--- src/tcw_addr_alu.sv ---
// ----------------------------------------------------------------------------
// tcw_addr_alu: shared address adder
// One add with an end-of-range compare, reused by the put, read, scroll and fill steps.
// ----------------------------------------------------------------------------
module tcw_addr_alu #(
   parameter int W = 12
) (
   input  logic [W-1:0] opa,
   input  logic [W-1:0] opb,
   input  logic [W-1:0] limit,
   output logic [W-1:0] sum,
   output logic         hit
);

   assign sum = opa + opb;
   assign hit = (sum == limit);

endmodule

--- config.mk ---
export PLATFORM = sky130hd
export DESIGN_NAME = tcw_addr_alu
export DESIGN_NICKNAME = d
export VERILOG_FILES = /design/src/tcw_addr_alu.sv
export SDC_FILE = /design/constraint.sdc
export NUM_CORES = 1
export LEC_CHECK = 0
export BUFFER_PORTS_ARGS = -buffer_cell sky130_fd_sc_hd__buf_2
export CORE_ASPECT_RATIO = 0.75
export CORE_MARGIN = 4
export CORE_UTILIZATION = 48
export DETAILED_ROUTE_END_ITERATION = 6
export PLACE_DENSITY = 0.82
export SLEW_MARGIN = 20
export SYNTH_ARGS = -nofsm -noshare
export SYNTH_HDL_FRONTEND = slang
export SYNTH_SLANG_ARGS = --single-unit
--- constraint.sdc ---
create_clock -name vclk -period 2.7
set_clock_uncertainty 0.15 [all_clocks]
set_input_delay 0.135 -clock vclk [all_inputs]
set_output_delay 0.135 -clock vclk [all_outputs]
set_load 0.05 [all_outputs]
==> results of run 1 <==
[worst max-delay path, stage by stage]
cell      delay [ns]
buf_6           0.10
ha_4            0.15
fa_2            0.34
a21o_1          0.20
a221o_1         0.36
a221oi_2        0.29
buf_4           0.16
buf_4           0.09
buf_4           0.09
buf_4           0.09
buf_4           0.09
buf_4           0.09
xnor2_1         0.10
buf_4           0.22
[cell usage after synthesis, types with 2 or more instances]
cell,instances
a21o_1,5
a221o_1,2
o21ai_0,5
a221oi_1,2
o21ai_1,2
nor2_1,15
a211oi_1,4
mux2i_1,2
buf_6,2
nand3_1,3
xnor2_1,11
nand2_1,4
ha_1,11
o21bai_1,2
nor3_1,4
a21oi_1,8
inv_1,5
xor2_1,9
[worst max path at each step]
stage | cells after the start | slack (ns) | endpoint | startpoint
global route | 10 | -0.21 | hit | opb[0]
detailed placement | 10 | -0.21 | hit | opa[0]
floorplan | 8 | -0.25 | hit | opa[0]
global placement | 10 | -0.16 | hit | opa[0]
finish | 14 | -0.1 | sum[10] | opb[0]
CTS | 10 | -0.06 | hit | opb[0]
[through the flow]
stage               cells   TNS, ns
finish                213   -0.1716
global route          213   -0.3854
CTS                   212  -0.06152
detailed placement    206   -0.2078
global placement      206   -0.1586
floorplan             118   -0.2523
[logic make-up (layout without fill, tap and decap cells)]
kind of cell	Yosys count	in the layout	synth area share
xor+xnor	21	21	0.2121
fa+ha+maj	12	12	0.1691
mux	2	2	0.02148
simple gates	33	33	0.1946
buf+inv	10	83	0.06174
compound gates	40	40	0.3410
[power by group]
group	internal, mW	leakage (nW)	total, mW	switching, mW
clock	0	0	0	0
combinational	0.214	0.734	0.542	0.328
sequential	0	0	0	0
[metal layers]
metal  share of wire  vias to the layer above
met3            0.11                       10
li1                -                      595
met4           0.022                        0
met2            0.47                       92
met1            0.40                      563
met5               0                        -
[cell type report]
class              count  area share
repair buffers        78      0.3308
well taps             22     0.01880
inverters              5     0.01282
multi-input cells    108      0.6376
[repair_timing]
| action | 4_1_cts | 5_1_grt |
|---|---|---|
| buffers inserted | 6 | 1 |
| hold endpoints to repair | 0 | 0 |
| endpoints found under the setup margin | 1 | 2 |
| gates resized for setup | 5 | 2 |
| pin swaps | 6 | 4 |
==> results.cfg, run 1 <==
[outcome]
outcome = complete, but fails checks
violations = negative setup slack

[cells_and_area]
areaGrowthSynthToFinish_pct = 57.05
num-clock-buffers = 0
mostFrequentLayoutCell = buf_2
multi_input_area_sq_um = 933.4
num-fill-cells = 108
fin_nets = 241
design_area_sq_um = 1464
layout-drive-gt1-share = 0.4712
regArea_sq_um = 0
mostFrequentLayoutCells = 45 x buf_2, 30 x buf_4, 15 x nor2_1
seq_cells = 0
final_util = 0.8182
antenna_cells = 0

[floorplanning]
rows = 13
io_pins = 49
initial_utilization = 0.5210
core_sq_um = 1789
die_h_um = 46.17
dieArea_sq_um = 2718
dieWidth_um = 58.89

[timing]
min_period_ns = 2.799
drv_slew = 0
timing.fmax_ghz = 0.3572
slew_headroom = 0.6685
setup_ws_ns = -0.09925
min_period_over_period = 1.037
setup_violations = 2
worst_slew_pin_slew_ns = 0.4930
hold_violations = 0
grt_setup_unrepaired = true
worst_hold_slack_ns = 0.5672

[yosys]
synth_top_area_cell = ha_1
yosysWarnings = 0
syn_nets = 166
syn-cell-area_sq_um = 932.1
yosysSeqAreaShare = 0
synth_top_area_frac = 0.1477
avgSynthCellArea_sq_um = 7.900
ys_types = 40
synth_cells = 118
ys_top_cells_by_area = ha_1 15%, xnor2_1 10%, xor2_1 8.5%, nor2_1 6.0%, a21oi_1 4.3%

[power_and_ir_drop]
vdd_drop_max_mv = 0.2631
p_per_area_nw_per_um2 = 370.3
p_total_uw = 542.1
p_leak_nw = 0.7340

[setup_path]
cp-end-kind = output port
cp.arrival_ns = 2.51
crit_path_start_kind = primary input
cp.required_ns = 2.41
crit_type = primary input to output port
path_max_fanout = 3

[drt]
drt-initial-drc-count = 89
drc_errors = 0
via_per_inst = 5.915
drt-total-wl_mm = 3.302
firstDrtPassIters = 4
antenna_left = 0
wire_per_inst_um = 15.50
num_vias = 1260

[job]
drv_cap = 0

[global_route]
use_met1 = 0.3067
met2_usage = 0.4251
grt_first_pass_wirelength_mm = 5.071
grt_start_max_net_pins = 10
met3_usage = 0.03081
antenna_found_initial = 0
gr-usage-all-layers = 0.2367
gr-max-usage-layer = met2
overflow = 0
grt_pass1_vias = 1159

[min_path]
min_from = opa[0]
whs_endpoint = sum[0]
whs_path_depth = 3
hp-class = primary input to output port

[clocking]
hold_buffers = 0

[placed_design]
io_buffers = 49
gp_congestion = 0.8933
dp_hpwl_mm = 2.665
dpl_cell_area_sq_um = 1379
post-place-ws_ns = -0.2078
No activity file was read; power rests on OpenSTA's default activity.
==> run 2, diff against run 1 <==
- REMOVE_ABC_BUFFERS: not set -> 1
==> run 2 against run 1 <==
Effect of this change:
- the run still ends with negative setup slack left
- first-iteration DRC count decreased by 2.2%
- routed wire length is 8.3% higher
- global-route usage is 4.0 points higher
- critical endpoint is now hit
- highest routed layer unchanged
- die area unchanged
- maximum frequency is essentially flat
- via count decreased by 0.79%
- critical path type unchanged
- power is 0.94% lower
==> results.cfg, run 2 (synthesis gave the netlist of run 1 again) <==
[outcome]
outcome = complete, but fails checks
violations = negative setup slack

[timing]
worst_hold_slack_ns = 0.5696
grt_setup_unrepaired = true
drv_slew = 0
min_period_ns = 2.802
hold_violations = 0
worst_slew_pin_slew_ns = 0.6296
timing.fmax_ghz = 0.3569
setup_ws_ns = -0.1019
min_period_over_period = 1.038
setup_violations = 1
tns_ns = -0.1019
slew_headroom = 0.5767

[floorplanning]
dieArea_sq_um = 2718
initial_utilization = 0.5210
die_h_um = 46.17
rows = 13
core_sq_um = 1789
io_pins = 49
dieWidth_um = 58.89

[setup_path]
path_max_fanout = 3
crit_path_start_kind = primary input
crit_type = primary input to output port
cp.arrival_ns = 2.52
cp-end-kind = output port
cp.required_ns = 2.41

[global_route]
antenna_found_initial = 0
overflow = 0
grt_pass1_vias = 1258
gr-usage-all-layers = 0.2764
grt_start_max_net_pins = 9
grt_first_pass_wirelength_mm = 5.733

[power_and_ir_drop]
clockPowerShare = 0
p_sw_uw = 330.5
combPwrFrac = 1.000
internal_power_uw = 206.5
p_leak_nw = 0.7052
switching_share = 0.6155
p_per_area_nw_per_um2 = 380.2
vdd_drop_max_mv = 0.2594
seq_power_share = 0

[placed_design]
io_buffers = 49
dp_hpwl_mm = 2.838
dpl_cell_area_sq_um = 1339
post-place-ws_ns = -0.2499
gp_congestion = 0.9710

[drt]
drc_errors = 0
antenna_left = 0
drt-total-wl_mm = 3.576
num_vias = 1250
wire_per_inst_um = 17.19
via_per_inst = 6.010
firstDrtPassIters = 5
drt-initial-drc-count = 87

[cells_and_area]
regArea_sq_um = 0
mostFrequentLayoutCell = buf_2
areaGrowthSynthToFinish_pct = 51.54
fin_nets = 236
mostFrequentLayoutCells = 46 x buf_2, 25 x buf_4, 15 x nor2_1
num-clock-buffers = 0
layout-drive-gt1-share = 0.4624
antenna_cells = 0
final_util = 0.7895
seq_cells = 0
design_area_sq_um = 1413

[min_path]
whs_path_depth = 3
hp-class = primary input to output port

[job]
drv_cap = 0
[run 2: cell count changes in the layout (fill, tap and decap cells not counted), sizes merged]
| cell | before | now |
|---|---|---|
| buf | 78 | 73 |
[run 2: critical path: stages]
cell and delay (ns):
buf_6 0.10, ha_4 0.16, fa_2 0.37, a21o_1 0.21, a221o_1 0.40, o221a_4 0.14, a2111oi_4 0.40, nand4b_4 0.15
nor4b_2 0.22, buf_4 0.23
[run 2: final timing paths]
kind	endpoint	slack [ns]	startpoint
min	sum[0]	0.57	opa[0]
max	hit	-0.10	opb[0]
[run 2: metrics by stage]
step | std cells | total power [mW]
after global routing | 208 | 0.5732
after CTS | 208 | 0.5113
final | 208 | 0.5370
after floorplan | 113 | 0.3476
after detailed placement | 207 | 0.5023
after global placement | 207 | 0.4890
[run 2: layout make-up]
| cell class | count | area, sq um |
|---|---|---|
| Fill cell | 138 | 376.6 |
| Inverter | 5 | 18.77 |
| Multi-Input combinational cell | 108 | 925.9 |
| Tap cell | 22 | 27.53 |
| Timing Repair Buffer | 73 | 440.4 |
[run 2: routing by layer]
metal  GRT usage  part of all wire
met1      0.3203              0.37
met3     0.05882              0.10
met2      0.5132              0.50
met4     0.08145             0.027
met5           0                 0
[run 2: repair_timing]
action,in CTS,in global routing
endpoints found under the setup margin,1,1
hold buffers,0,0
pin swaps,6,7
cloned,0,0
setup buffers,1,0
gates resized for setup,6,6
[run 2: power groups by stage]
stage	Clock, mW	Combinational [mW]	Sequential (mW)
global route	0	0.573	0
finish	0	0.537	0
global placement	0	0.489	0
detailed placement	0	0.502	0
CTS	0	0.511	0
floorplan	0	0.348	0
